File: src/assert_macros.svh
// Assertion macros used by the divider's top-level RTL file.
`ifndef ASSERT_MACROS_SVH
`define ASSERT_MACROS_SVH

// Checks that a condition holds at every clock edge outside reset.
`define SID_ASSERT(label, cond, msg) \
	label: assert property (@(posedge clk) disable iff (!arst_n) (cond)) \
		else $error(msg);

// Checks that a trigger at one edge is followed by a condition at the next edge.
`define SID_ASSERT_NEXT(label, trig, cond, msg) \
	label: assert property (@(posedge clk) disable iff (!arst_n) (trig) |=> (cond)) \
		else $error(msg);

`endif

File: src/sid_pkg.sv
// Shared constants, payload types and control types of the signed divider.
package sid_pkg;

	localparam int DATA_WIDTH = 32;
	localparam int CNT_W      = $clog2(DATA_WIDTH);

	localparam logic [DATA_WIDTH-1:0] WORD_MIN = {1'b1, {(DATA_WIDTH-1){1'b0}}};
	localparam logic [DATA_WIDTH-1:0] WORD_MAX = {1'b0, {(DATA_WIDTH-1){1'b1}}};
	localparam logic [DATA_WIDTH-1:0] WORD_ONE = {{(DATA_WIDTH-1){1'b0}}, 1'b1};
	localparam logic [DATA_WIDTH-1:0] WORD_ALL = {DATA_WIDTH{1'b1}};

	typedef struct packed {
		logic signed [DATA_WIDTH-1:0] dividend;
		logic signed [DATA_WIDTH-1:0] divisor;
	} sid_req_t;

	typedef struct packed {
		logic signed [DATA_WIDTH-1:0] quotient;
		logic                         overflowed;
		logic                         divide_by_zero;
	} sid_rsp_t;

	typedef enum logic [1:0] {
		ST_IDLE,
		ST_RUN,
		ST_FIX
	} sid_state_t;

	// Control from the sequencer to the row of cells.
	typedef struct packed {
		logic load;
		logic run;
	} sid_row_ctl_t;

	// Control broadcast by the row to every cell.
	typedef struct packed {
		logic load;
		logic run;
		logic ge;
	} sid_cell_ctl_t;

endpackage

File: src/signed_int32_divider.sv
// Top level of the signed truncating integer divider.
//
// Signed two's-complement divider with truncation toward zero. A request
// carries dividend and divisor; exactly one response comes back with the
// quotient and two flags. A zero divisor gives quotient 0 with divide_by_zero
// set; the most negative value divided by minus one saturates to the largest
// positive value with overflowed set. The remainder is not returned. Both
// channels use valid/stall handshakes. The divider works on one request at a
// time. The operand magnitudes are loaded into the row of bit cells at the
// edge that accepts the request. The row then yields one quotient bit per
// cycle until all DATA_WIDTH bits are formed; then the fix-up state applies
// the sign fix-up and writes the response register. The input stall drops in
// the cycle after the response register is written, so a new request is only
// accepted once the current one has written its response. A finished
// response waiting on a stalled output does not block the next request; the
// fix-up step only waits while an earlier response is still held in the
// response register.
`include "assert_macros.svh"

module signed_int32_divider (
	input  logic              clk,
	input  logic              arst_n,
	input  sid_pkg::sid_req_t req,
	input  logic              req_valid,
	output logic              req_stall,
	output sid_pkg::sid_rsp_t rsp,
	output logic              rsp_valid,
	input  logic              rsp_stall
);

	localparam int W     = sid_pkg::DATA_WIDTH;
	localparam int CNT_W = sid_pkg::CNT_W;

	// Absolute value in W bits; the most negative value maps to 2^(W-1).
	function automatic logic [W-1:0] magnitude(input logic [W-1:0] x);
		return x[W-1] ? ((~x) + sid_pkg::WORD_ONE) : x;
	endfunction

	sid_pkg::sid_state_t   state_q;
	sid_pkg::sid_state_t   state_next;
	logic [CNT_W-1:0]      cnt_q;
	logic                  neg_q;
	logic                  ovf_q;
	logic                  dbz_q;
	sid_pkg::sid_rsp_t     rsp_q;
	logic                  rsp_valid_q;
	logic                  req_acc;
	logic                  rsp_take;
	logic                  rsp_load;
	sid_pkg::sid_row_ctl_t row_ctl;
	logic [W-1:0]          num_mag;
	logic [W-1:0]          den_mag;
	logic [W-1:0]          quo_mag;
	logic [W-1:0]          quo_fixed;

	assign req_stall = (state_q != sid_pkg::ST_IDLE);
	assign req_acc   = req_valid && !req_stall;
	assign rsp_take  = rsp_valid_q && !rsp_stall;

	assign num_mag = magnitude(req.dividend);
	assign den_mag = magnitude(req.divisor);

	sid_row u_row (
		.clk     (clk),
		.ctl     (row_ctl),
		.num_mag (num_mag),
		.den_mag (den_mag),
		.quo_mag (quo_mag)
	);

	// Sign fix-up and the two special cases, applied in the fix-up state.
	always_comb begin
		if (ovf_q) begin
			quo_fixed = sid_pkg::WORD_MAX;
		end else if (dbz_q) begin
			quo_fixed = '0;
		end else if (neg_q) begin
			quo_fixed = (~quo_mag) + sid_pkg::WORD_ONE;
		end else begin
			quo_fixed = quo_mag;
		end
	end

	// Sequencer: next state, row control and response load.
	always_comb begin
		state_next = state_q;
		row_ctl    = '{load: 1'b0, run: 1'b0};
		rsp_load   = 1'b0;
		case (state_q)
			sid_pkg::ST_IDLE: begin
				if (req_acc) begin
					row_ctl.load = 1'b1;
					state_next   = sid_pkg::ST_RUN;
				end
			end
			sid_pkg::ST_RUN: begin
				row_ctl.run = 1'b1;
				if (cnt_q == '0) begin
					state_next = sid_pkg::ST_FIX;
				end
			end
			sid_pkg::ST_FIX: begin
				// The response register must be empty or emptying this cycle.
				if (!rsp_valid_q || rsp_take) begin
					rsp_load   = 1'b1;
					state_next = sid_pkg::ST_IDLE;
				end
			end
			default: begin
				state_next = sid_pkg::ST_IDLE;
			end
		endcase
	end

	always_ff @(posedge clk or negedge arst_n) begin
		if (!arst_n) begin
			state_q <= sid_pkg::ST_IDLE;
		end else begin
			state_q <= state_next;
		end
	end

	always_ff @(posedge clk or negedge arst_n) begin
		if (!arst_n) begin
			cnt_q <= '0;
		end else if (req_acc) begin
			cnt_q <= CNT_W'(W - 1);
		end else if (state_q == sid_pkg::ST_RUN) begin
			cnt_q <= cnt_q - 1'b1;
		end
	end

	// Special-case flags are captured with the operands.
	always_ff @(posedge clk) begin
		if (req_acc) begin
			neg_q <= req.dividend[W-1] ^ req.divisor[W-1];
			dbz_q <= (req.divisor == '0);
			ovf_q <= (req.dividend == sid_pkg::WORD_MIN) && (req.divisor == sid_pkg::WORD_ALL);
		end
	end

	always_ff @(posedge clk or negedge arst_n) begin
		if (!arst_n) begin
			rsp_valid_q <= 1'b0;
		end else if (rsp_load) begin
			rsp_valid_q <= 1'b1;
		end else if (rsp_take) begin
			rsp_valid_q <= 1'b0;
		end
	end

	always_ff @(posedge clk) begin
		if (rsp_load) begin
			rsp_q.quotient       <= quo_fixed;
			rsp_q.overflowed     <= ovf_q;
			rsp_q.divide_by_zero <= dbz_q && !ovf_q;
		end
	end

	assign rsp       = rsp_q;
	assign rsp_valid = rsp_valid_q;

	`SID_ASSERT_NEXT(a_acc_starts_run, req_acc,
		(state_q == sid_pkg::ST_RUN) && (cnt_q == CNT_W'(W - 1)),
		"accepted request did not start a full division")
	`SID_ASSERT(a_flags_exclusive,
		!(rsp_valid_q && rsp_q.overflowed && rsp_q.divide_by_zero),
		"overflow and divide-by-zero reported together")
	`SID_ASSERT(a_ovf_saturates,
		!(rsp_valid_q && rsp_q.overflowed) || (rsp_q.quotient == sid_pkg::WORD_MAX),
		"overflow response not saturated")
	`SID_ASSERT(a_dbz_zero,
		!(rsp_valid_q && rsp_q.divide_by_zero) || (rsp_q.quotient == '0),
		"divide-by-zero response has a nonzero quotient")

endmodule

File: src/sid_cell.sv
// One bit slice of the divider: remainder, quotient and divisor bit with its subtract stage.
module sid_cell (
	input  logic                   clk,
	input  sid_pkg::sid_cell_ctl_t ctl,
	input  logic                   num_bit,
	input  logic                   den_bit,
	input  logic                   rem_low,
	input  logic                   quo_low,
	input  logic                   borrow_low,
	output logic                   rem,
	output logic                   quo,
	output logic                   borrow
);

	logic rem_q;
	logic quo_q;
	logic den_q;
	logic diff;

	// Full subtractor on the shifted remainder bit.
	always_comb begin
		diff   = rem_low ^ den_q ^ borrow_low;
		borrow = (~rem_low & (den_q | borrow_low)) | (rem_low & den_q & borrow_low);
	end

	always_ff @(posedge clk) begin
		if (ctl.load) begin
			rem_q <= 1'b0;
			quo_q <= num_bit;
			den_q <= den_bit;
		end else if (ctl.run) begin
			rem_q <= ctl.ge ? diff : rem_low;
			quo_q <= quo_low;
		end
	end

	assign rem = rem_q;
	assign quo = quo_q;

endmodule

File: src/sid_row.sv
// Row of bit cells that performs one restoring division step per cycle while run is set.
module sid_row (
	input  logic                                clk,
	input  sid_pkg::sid_row_ctl_t               ctl,
	input  logic [sid_pkg::DATA_WIDTH-1:0]      num_mag,
	input  logic [sid_pkg::DATA_WIDTH-1:0]      den_mag,
	output logic [sid_pkg::DATA_WIDTH-1:0]      quo_mag
);

	localparam int W = sid_pkg::DATA_WIDTH;

	logic [W-1:0]           rem_w;
	logic [W-1:0]           quo_w;
	logic [W-1:0]           borrow_w;
	logic                   ge;
	sid_pkg::sid_cell_ctl_t cell_ctl;

	// The shifted remainder is one bit wider than the row; its top bit is the
	// old remainder MSB, so the trial subtract fits unless it borrows past it.
	assign ge       = ~(borrow_w[W-1] & ~rem_w[W-1]);
	assign cell_ctl = '{load: ctl.load, run: ctl.run, ge: ge};

	for (genvar i = 0; i < W; i++) begin : g_cell
		logic rem_low;
		logic quo_low;
		logic borrow_low;

		if (i == 0) begin : g_first
			assign rem_low    = quo_w[W-1];
			assign quo_low    = ge;
			assign borrow_low = 1'b0;
		end else begin : g_next
			assign rem_low    = rem_w[i-1];
			assign quo_low    = quo_w[i-1];
			assign borrow_low = borrow_w[i-1];
		end

		sid_cell u_cell (
			.clk        (clk),
			.ctl        (cell_ctl),
			.num_bit    (num_mag[i]),
			.den_bit    (den_mag[i]),
			.rem_low    (rem_low),
			.quo_low    (quo_low),
			.borrow_low (borrow_low),
			.rem        (rem_w[i]),
			.quo        (quo_w[i]),
			.borrow     (borrow_w[i])
		);
	end

	assign quo_mag = quo_w;

endmodule
File: config.mk
export PLATFORM = sky130hd
export DESIGN_NAME = signed_int32_divider
export DESIGN_NICKNAME = d
export VERILOG_FILES = /design/src/sid_pkg.sv /design/src/signed_int32_divider.sv /design/src/sid_cell.sv /design/src/sid_row.sv
export VERILOG_INCLUDE_DIRS = /design/src /design/src/src
export SDC_FILE = /design/constraint.sdc
export NUM_CORES = 1
export LEC_CHECK = 0
export BUFFER_PORTS_ARGS = -buffer_cell sky130_fd_sc_hd__clkbuf_2
export CORE_MARGIN = 2
export CORE_UTILIZATION = 45
export CTS_CLUSTER_DIAMETER = 200
export DETAILED_ROUTE_END_ITERATION = 7
export SYNTH_ARGS = -nofsm -noshare
export SYNTH_HDL_FRONTEND = slang
export SYNTH_SLANG_ARGS = --single-unit
File: constraint.sdc
create_clock -name clk -period 33.3 [get_ports clk]
set_input_delay 1.665 -clock clk [delete_from_list [all_inputs] [get_ports clk]]
set_output_delay 1.665 -clock clk [all_outputs]
set_load 0.01 [all_outputs]
Word-level counts from Yosys, hierarchy flattened
Index checks and enable logic that the tools add are counted.
{"block": "word_totals", "reg_bits": 141, "input_bits": 68, "out_inout_bits": 36, "wordCells": 506}
{"block": "classes", "add_sub_neg": 4, "n_eq_ne": 7, "n_mux": 113, "bitwise_logic": 258, "reduce_logical": 18}
{"op": "2-to-1 mux 1 bit", "n": 103}
{"op": "adder 32 x 1 -> 32 bit (second input constant)", "n": 3}
{"op": "NOT 32 bit", "n": 3}
{"op": "bitwise AND 1 bit", "n": 95}
{"op": "== test 32 bit (second input constant)", "n": 2}
{"op": "2-to-1 mux 32 bit", "n": 2}
{"op": "bitwise XOR 1 bit", "n": 64}
{"op": "2-to-1 mux 31 bit", "n": 2}
{"op": "bitwise OR 1 bit", "n": 62}
{"op": "NOT 1 bit", "n": 34}
{"op": "logical NOT 32 bit", "n": 1}
{"op": "2-to-1 mux 5 bit", "n": 2}
{"op": "nonzero test 2 bit", "n": 4}
{"op": "2-to-1 mux 2 bit", "n": 3}
{"op": "inequality test 2 bit (second input constant)", "n": 3}
{"op": "case mux 2 bit (3 select lines)", "n": 1}
{"op": "logical NOT 5 bit", "n": 1}
{"op": "subtractor 5 x 1 -> 5 bit (second input constant)", "n": 1}
{"op": "logical AND 1 bit", "n": 4}
{"op": "logical NOT 1 bit", "n": 4}
{"op": "AND reduction 3 bit", "n": 1}
{"op": "== test 2 x 1 -> 1 bit (second input constant)", "n": 1}
{"op": "== test 2 bit (second input constant)", "n": 1}
{"op": "logical NOT 2 bit", "n": 1}
{"op": "other kinds (2)", "n": 2}

Logic depth before layout (Yosys ltp)
Gate-level depths: netlist of run 1.
{"block": "depth", "word_depth": 99, "ltp_mapped": 39, "depth_no_buf": 38}

By module
Synthesis of run 1 repeated with hierarchy kept, for this count alone.
{"block": "unflattened", "cells_unflattened": 920, "area_unflattened_um2": 9409.0}
{"mod": "sid_cell", "n_inst": 32, "cells_each": 12, "area_each_um2": 152.6, "seq_area_each_um2": 80.1}
{"mod": "signed_int32_divider", "n_inst": 1, "cells_each": 502, "area_each_um2": 4274.1, "seq_area_each_um2": 1311.3}
{"mod": "sid_row", "n_inst": 1, "cells_each": 34, "area_each_um2": 250.2, "seq_area_each_um2": 0.0}

Worst setup path before layout of run 1
No wires, ideal clock.
{"block": "synth_path", "path_kind": "register to register", "start": "register u_row.g_cell[31].u_cell.quo_q", "end": "register u_row.g_cell[31].u_cell.rem_q", "setup_ns": 0.128, "arrival_ns": 12.676, "t_required_ns": 33.172, "path_slack_ns": 20.496, "stages_incl_launch_ff": 39, "path_buffers": 1, "synth_period_minus_slack_ns": 12.804, "cell_sequence": "edfxtp_1 -> inv_1 -> ha_1 -> fa_1 -> fa_1 -> fa_1 -> fa_1 -> fa_1 -> fa_1 -> fa_1 -> fa_1 -> fa_1 -> fa_1 -> fa_1 -> fa_1 -> fa_1 -> fa_1 -> fa_1 -> (+3 left out) -> fa_1 -> fa_1 -> fa_1 -> fa_1 -> fa_1 -> fa_1 -> fa_1 -> fa_1 -> fa_1 -> fa_1 -> fa_1 -> fa_1 -> inv_1 -> fa_1 -> nor2_1 -> clkbuf_1 -> a22oi_1 -> o21ai_0"}
{"block": "synth_between", "elab_chain_len": 97, "word_cells_on_any_way": 129, "classes_between": "mux: 1; bitwise: 128"}
{"element": "start, declared", "line_no": "sid_cell.sv:16", "source": "logic quo_q;"}
{"element": "start signal, assigned", "line_no": "sid_cell.sv:29", "source": "quo_q <= num_bit;"}
{"element": "start signal, assigned", "line_no": "sid_cell.sv:33", "source": "quo_q <= quo_low;"}
{"element": "NOT 1 bit *", "line_no": "sid_cell.sv:23", "source": "borrow = (~rem_low & (den_q | borrow_low)) | (rem_low & den_q & borrow_low);"}
{"element": "bitwise AND 1 bit *", "line_no": "sid_cell.sv:23"}
{"element": "bitwise OR 1 bit", "line_no": "sid_cell.sv:23"}
{"element": "bitwise AND 1 bit", "line_no": "sid_cell.sv:23"}
{"element": "bitwise OR 1 bit *", "line_no": "sid_cell.sv:23"}
{"element": "bitwise OR 1 bit", "line_no": "sid_cell.sv:23"}
{"element": "bitwise AND 1 bit", "line_no": "sid_cell.sv:23"}
{"element": "bitwise OR 1 bit *", "line_no": "sid_cell.sv:23"}
{"element": "(+81 left out)"}
{"element": "bitwise OR 1 bit", "line_no": "sid_cell.sv:23"}
{"element": "bitwise AND 1 bit", "line_no": "sid_cell.sv:23"}
{"element": "bitwise OR 1 bit *", "line_no": "sid_cell.sv:23"}
{"element": "bitwise OR 1 bit", "line_no": "sid_cell.sv:23"}
{"element": "bitwise AND 1 bit", "line_no": "sid_cell.sv:23"}
{"element": "bitwise OR 1 bit", "line_no": "sid_cell.sv:23"}
{"element": "bitwise AND 1 bit", "line_no": "sid_row.sv:20", "source": "assign ge = ~(borrow_w[W-1] & ~rem_w[W-1]);"}
{"element": "2-to-1 mux 1 bit *", "line_no": "sid_cell.sv:32", "source": "rem_q <= ctl.ge ? diff : rem_low;"}
{"element": "end signal, assigned", "line_no": "sid_cell.sv:32"}
{"element": "end, declared", "line_no": "sid_cell.sv:15", "source": "logic rem_q;"}
Every way passes the cells marked *; elsewhere a longest branch is shown, timed or not.
A chain may end at the register's enable or synchronous reset.

Worst setup path after layout of run 1
{"block": "layout_path", "start": "register u_row.g_cell[31].u_cell.quo_q", "end": "register u_row.g_cell[0].u_cell.rem_q"}
{"block": "layout_between", "elab_chain_len": 97, "word_cells_on_any_way": 129, "classes_between": "mux: 1; bitwise: 128"}
{"element": "NOT 1 bit", "line_no": "sid_cell.sv:23"}
{"element": "bitwise AND 1 bit", "line_no": "sid_cell.sv:23"}
{"element": "bitwise OR 1 bit", "line_no": "sid_cell.sv:23"}
{"element": "bitwise AND 1 bit", "line_no": "sid_cell.sv:23"}
{"element": "bitwise OR 1 bit (2 in a row)", "line_no": "sid_cell.sv:23"}
{"element": "bitwise AND 1 bit", "line_no": "sid_cell.sv:23"}
{"element": "bitwise OR 1 bit (2 in a row)", "line_no": "sid_cell.sv:23"}
{"element": "bitwise AND 1 bit", "line_no": "sid_cell.sv:23"}
{"element": "(+77 left out)"}
{"element": "bitwise AND 1 bit", "line_no": "sid_cell.sv:23"}
{"element": "bitwise OR 1 bit (2 in a row)", "line_no": "sid_cell.sv:23"}
{"element": "bitwise AND 1 bit", "line_no": "sid_cell.sv:23"}
{"element": "bitwise OR 1 bit (2 in a row)", "line_no": "sid_cell.sv:23"}
{"element": "bitwise AND 1 bit", "line_no": "sid_cell.sv:23"}
{"element": "bitwise OR 1 bit", "line_no": "sid_cell.sv:23"}
{"element": "bitwise AND 1 bit", "line_no": "sid_row.sv:20"}
{"element": "2-to-1 mux 1 bit *", "line_no": "sid_cell.sv:32"}
{"element": "end signal, assigned", "line_no": "sid_cell.sv:32"}
{"element": "end, declared", "line_no": "sid_cell.sv:15"}
Marks and branches as above.

==> flow_summary.toml, run 1 <==
[cells_and_area]
num_antenna_cells = 0
fin_cells = 1152
syn2layout_area_growth_pct = 15.9
final_nets = 1016
nFillCells = 1654
layout-drive-gt1-share_pct = 17.3

[critical_path]
arrival_ps = 14040
cp.required_ps = 33640
start_kind = "flip-flop"
rr_worst_depth = 39
critPathKind = "reg2reg"
critPathMostFrequentCell = "fa_1"
cpPeakStageDelay_ps = 430
critPathMaxFanout = 43
slowest_stage = "fa_1"
end_kind = "flip-flop"

[sta]
hold_viol = 0
fmaxAchievable_ghz = 0.0730
finalCritPeriodShare_pct = 41.1
grt_setup_unrepaired = "false"
slew_headroom_pct = 25.3
skew_ps = 7.30
maxSlewViolCount = 0
setup_ws_ps = 19600
tightest_slew_ps = 1120
period_needed_ps = 13700
setup_tns_ps = 0
finalSetupViolations = 0

[grt]
antenna_found_initial = 3
grt.total_usage_pct = 19.2
grt_max_degree = 96
grt_pass1_wl_um = 30100
first_global_vias = 5765
gr-total-overflow = 0

[logic_synthesis]
syn_avg_cell_area_sq_um = 10.1
ys_types = 51
synth_top_area_share_pct = 36.3
async_reset_ff_share_pct = 5.67
yosys_warnings = 0
ys_seq_area_share_pct = 46.3
ys.flop_type = "edfxtp_1"
netlist_area_sq_mm = 0.00836
synth.area.top_cells = "edfxtp_1 36%, dfxtp_1 7.7%, fa_1 7.4%, xnor2_1 5.7%, o21ai_0 5.0%"
ys_ff_latch = 141
postSynthCellCount = 826
synth_top_cell_by_area = "edfxtp_1"
syn_nets = 932
synth_edf_count = 101

[power_and_ir_drop]
seqPwrFrac_pct = 39.3
switching_power_uw = 302
p_int_uw = 512
p_comb_share_pct = 35.5
powerDensity_mw_per_mm2 = 84.0
p_sw_share_pct = 37.1
peakVddDrop_mv = 0.0479
leakage_nw = 3.72
p_clk_share_pct = 25.2

[cts]
ctsResizeCount = 0
htreeDepth = 4
cts_made_buffers = 17
clock-sinks = 141
ctsHoldBuffers = 0
clk_pin_slew_ps = 60
post_cts_buffers = 0
clock_latency_ps = 420
cts_buffer_depth = 2
cts_tree = "yes"
root_buffer = "clkbuf_16"

[placement]
io_buffers = 103
dp_slack_ps = 19630
dp_cells = 1120
gp_congestion = 0.818
hpwlAfterDp_um = 13500

[min_path]
min_path_cells = 2
hold_class = "reg2reg"

[route]
vias = 6289
drt-vias-per-instance = 5.46
first_pass_iters = 4
drtIter0Drc = 346
ant_nets = 0
drt_wl_total_um = 18500
drcViolationCount = 0
wl_per_cell_um = 16.1

[floorplan]
dieArea_sq_mm = 0.0197
die_width_um = 140
coreArea_sq_mm = 0.0181
pin_count = 104
die_h_um = 140
start_util_pct = 46.2
num_rows = 49

[flow_run]
max-cap-violations = 0

[status]
outcome = "complete, no violations"
-- layer usage --
metal / share of wire (%) / track usage (%) / vias up
met5: 0.24 / 0 / -
met4: 1.5 / 5.74 / 6
met3: 4.8 / 4.07 / 32
met2: 46 / 30.4 / 161
met1: 47 / 26.7 / 2945
li1: - / - / 3145
-- placed cells by master, fill, tap and decap left out, drive strengths merged, types with 31 or more instances in the layout --
cell type	netlist	layout
dfxtp	32	32
nand3	43	43
a21oi	37	37
inv	48	53
nor2	59	59
fa	31	31
o21ai	84	84
nand2	73	73
edfxtp	101	101
xnor2	54	54
xor2	32	32
clkbuf	37	120
-- cell families (layout without fill, tap and decap cells) --
| group | Yosys count | after routing | share of synthesized area [%] |
|---|---|---|---|
| XOR/XNOR | 86 | 86 | 9.01 |
| AND/OR/NAND/NOR | 265 | 265 | 16.2 |
| adder cells (fa/ha/maj) | 38 | 38 | 8.47 |
| flip-flops | 141 | 141 | 46.3 |
| AO/OA/AOI/OAI | 201 | 201 | 15.4 |
| multiplexers | 3 | 3 | 0.359 |
| buffers and inverters | 92 | 189 | 4.22 |
-- sequential cells by signal, indices dropped and copies added (netlist names), 2 cells and up --
signal                     flops
state_q                        2
u_row.g_cell.u_cell.rem       32
u_row.g_cell.u_cell.den_q     32
rsp                           34
cnt_q                          5
u_row.g_cell.u_cell.quo       32
-- cell type report --
cell class,instances,area (sq um),share of cell area [%]
Clock buffer,17,425,4.39
Inverter,49,184,1.90
Multi-Input combinational cell,593,4160,42.9
Clock inverter,15,211,2.18
Tap cell,229,287,2.96
Timing Repair Buffer,108,553,5.70
Sequential cell,141,3870,40.0
-- worst max-delay path, delay by kind of cell, from the launching register on --
kind | cells | cell delay (ps)
flops | 1 | 350
compound gates | 2 | 210
fa+ha+maj | 32 | 12390
buf+inv | 3 | 450
simple gates | 2 | 250
-- power groups by stage --
stage	logic [mW]	clock network [mW]	registers (mW)
after global placement	0.283	0	0.322
after global routing	0.341	0.217	0.328
after floorplan	0.231	0	0.304
after CTS	0.293	0.210	0.319
after detailed placement	0.291	0	0.322
final	0.289	0.205	0.320
-- metrics by stage --
stage	util [%]	hold slack (ps)	area [sq um]	power, mW
floorplan	-	424	8360	0.535
global placement	50.1	478	9060	0.605
detailed placement	50.1	489	9060	0.613
CTS	53.6	496	9690	0.822
global route	53.6	521	9690	0.886
finish	53.6	493	9690	0.814
-- cells in the mapped netlist (3+ instances only) --
cell type and number:
edfxtp_1 101, o21ai_0 84, nand2_1 73, nor2_1 59
xnor2_1 54, inv_1 48, nand3_1 43, a21oi_1 37
clkbuf_1 37, dfxtp_1 32, xor2_1 32, fa_1 31
o31ai_1 25, a21o_1 23, nand4_1 22, nor3_1 17
o41ai_1 14, nor4_1 11, dfrtp_1 8, or3_1 8
ha_1 7, nand2b_1 7, buf_1 5, or4_1 4
a211o_1 3, mux2i_1 3, o21bai_1 3, o41ai_2 3
-- worst paths after layout --
check                                             from  slack [ps]                          end
max                        u_row.g_cell[31].u_cell.quo       19600   u_row.g_cell[0].u_cell.rem
max reg2reg                u_row.g_cell[31].u_cell.quo       19600   u_row.g_cell[0].u_cell.rem
min                        u_row.g_cell[25].u_cell.rem         490  u_row.g_cell[25].u_cell.rem
max in group asynchronous                       arst_n       32030                     cnt_q[4]
min in group asynchronous                       arst_n        1090                     cnt_q[3]
min reg2reg                u_row.g_cell[25].u_cell.rem         490  u_row.g_cell[25].u_cell.rem
Power figures use the tool's default switching activity.
==> run 2: changes to the inputs <==
Clock period 33.3 ns to 13 ns, I/O delays scaled along.
==> run 2 against run 1 <==
Net effect:
- clock skew about the same
- sequential power rose to 2.6 times the previous value
- register-to-register slack worse by 19000 ps
- via count about the same
- count of clock-buffer cells in the layout unchanged
- worst hold slack worse by 420 ps
- wire length down 0.34%
- worst setup slack worse by 19000 ps
- fmax up 8.4%
- largest cell class unchanged
- largest power group unchanged
==> flow_summary.toml, run 2 (same netlist as run 1, synthesis figures left out) <==
[status]
outcome = "complete, no violations"

[critical_path]
cpPeakStageDelay_ps = 450
crit_path_start = "u_row.g_cell[0].u_cell.den_q"
critPathMaxFanout = 2
setup.worst_path.end = "u_row.g_cell[31].u_cell.rem"
r2r-start = "u_row.g_cell[0].u_cell.den_q"
critPathKind = "reg2reg"
slowest_stage = "fa_2"
reg2reg_slack_ps = 370
rr_worst_depth = 35
end_kind = "flip-flop"
worstReg2RegEnd = "u_row.g_cell[31].u_cell.rem"
start_kind = "flip-flop"
critPathMostFrequentCell = "fa_2"
cp.required_ps = 13280
arrival_ps = 12910

[cts]
ctsHoldBuffers = 0
cts_tree = "yes"
htreeDepth = 4
cts_buffer_depth = 2
clock-sinks = 141
clock_latency_ps = 420
root_buffer = "clkbuf_16"
cts_made_buffers = 17
clk_pin_slew_ps = 60

[sta]
finalSetupViolations = 0
period_needed_ps = 12630
finalCritPeriodShare_pct = 97.2
whs_ps = 70.0
tightest_slew_ps = 1100
skew_ps = 7.37
slew_headroom_pct = 26.8
maxSlewViolCount = 0
fmaxAchievable_ghz = 0.0791
grt_setup_unrepaired = "false"
hold_viol = 0

[min_path]
hold_class = "in2async"

[flow_run]
max-cap-violations = 0

[grt]
grt_max_degree = 96
first_global_vias = 6025
gr-total-overflow = 0
grt_pass1_wl_um = 30500
grt.total_usage_pct = 19.4
antenna_found_initial = 2

[power_and_ir_drop]
powerDensity_mw_per_mm2 = 215
peakVddDrop_mv = 0.0979
leakage_nw = 3.72

[cells_and_area]
syn2layout_area_growth_pct = 17.1
num_antenna_cells = 0
final_cell_mix = "103 x clkbuf_2, 101 x edfxtp_1, 82 x o21ai_0, 72 x nand2_1, 58 x nor2_1"
multi_input_area_sq_mm = 0.00421
layout-drive-gt1-share_pct = 19.8
final_cell_area_sq_mm = 0.00980
largest_reg_flops = 34
final-seq-area_sq_mm = 0.00387
nFillCells = 1586
final_common_cell = "clkbuf_2"
final_nets = 1021

[floorplan]
die_width_um = 140
coreArea_sq_mm = 0.0181
num_rows = 49
die_h_um = 140
start_util_pct = 46.2
pin_count = 104
dieArea_sq_mm = 0.0197

[placement]
placed_area_sq_mm = 0.00911
io_buffers = 103
gp_congestion = 0.822
hpwlAfterDp_um = 13500

[route]
drtIter0Drc = 371
drt-vias-per-instance = 5.44
drt_wl_total_um = 18500
vias = 6293
wl_per_cell_um = 16.0
drcViolationCount = 0
ant_nets = 0
first_pass_iters = 5
run 2: per-stage QoR:
stage | worst slack, ps | utilization, % | TNS [ps] | power [mW] | instances
floorplan | 196 | - | 0 | 1.37 | 826
global placement | -238 | 50.4 | -7300 | 1.57 | 1124
detailed placement | -380 | 50.4 | -11160 | 1.59 | 1124
CTS | 4.55 | 54.0 | 0 | 2.11 | 1156
global route | 16.3 | 54.2 | 0 | 2.29 | 1157
finish | 366 | 54.2 | 0 | 2.11 | 1157
run 2: worst min-delay path by stage:
stage | start | to | slack, ps
4_1_cts | arst_n | cnt_q[1] | 60
6_report | arst_n | cnt_q[0] | 70
3_5_place_dp | u_row.g_cell[23].u_cell.rem | u_row.g_cell[23].u_cell.rem | 490
3_3_place_gp | u_row.g_cell[15].u_cell.rem | u_row.g_cell[15].u_cell.rem | 480
2_1_floorplan | arst_n | cnt_q[0] | 350
5_1_grt | arst_n | cnt_q[0] | 70
run 2: final cells by class:
class / count / area share (%)
Tap cell: 229 / 2.93
Clock inverter: 15 / 2.01
Multi-Input combinational cell: 593 / 43.0
Sequential cell: 141 / 39.5
Clock buffer: 17 / 4.34
Inverter: 49 / 1.88
Timing Repair Buffer: 113 / 6.28
run 2: per-layer routing:
metal  up-vias  part of all wire (%)  GRT usage, %
li1       3150                     -             -
met1      2937                    47          26.5
met2       169                    46          30.6
met3        33                   4.4          3.83
met4         4                   2.4          7.71
met5         -                  0.12             0
run 2: power by group:
group | total (mW) | internal, mW | switching (mW)
Sequential | 0.821 | 0.675 | 0.146
Clock | 0.510 | 0.320 | 0.190
Combinational | 0.779 | 0.342 | 0.437
Total | 2.11 | 1.34 | 0.773
run 2: worst max-delay path, delay by kind of cell (launching register included):
family,cells,cell delay (ps)
AOI/OAI and AO/OA,2,290
adders and majority gates,32,11710
buffers and inverters,1,100
DFF,1,380
run 2: repair_timing:
item                                   4_1_cts  5_1_grt
pin swaps                                    0        1
buffers inserted                             0        1
setup endpoints to repair                   33       33
endpoints found under the hold margin        0        0
gates resized for setup                     11       11
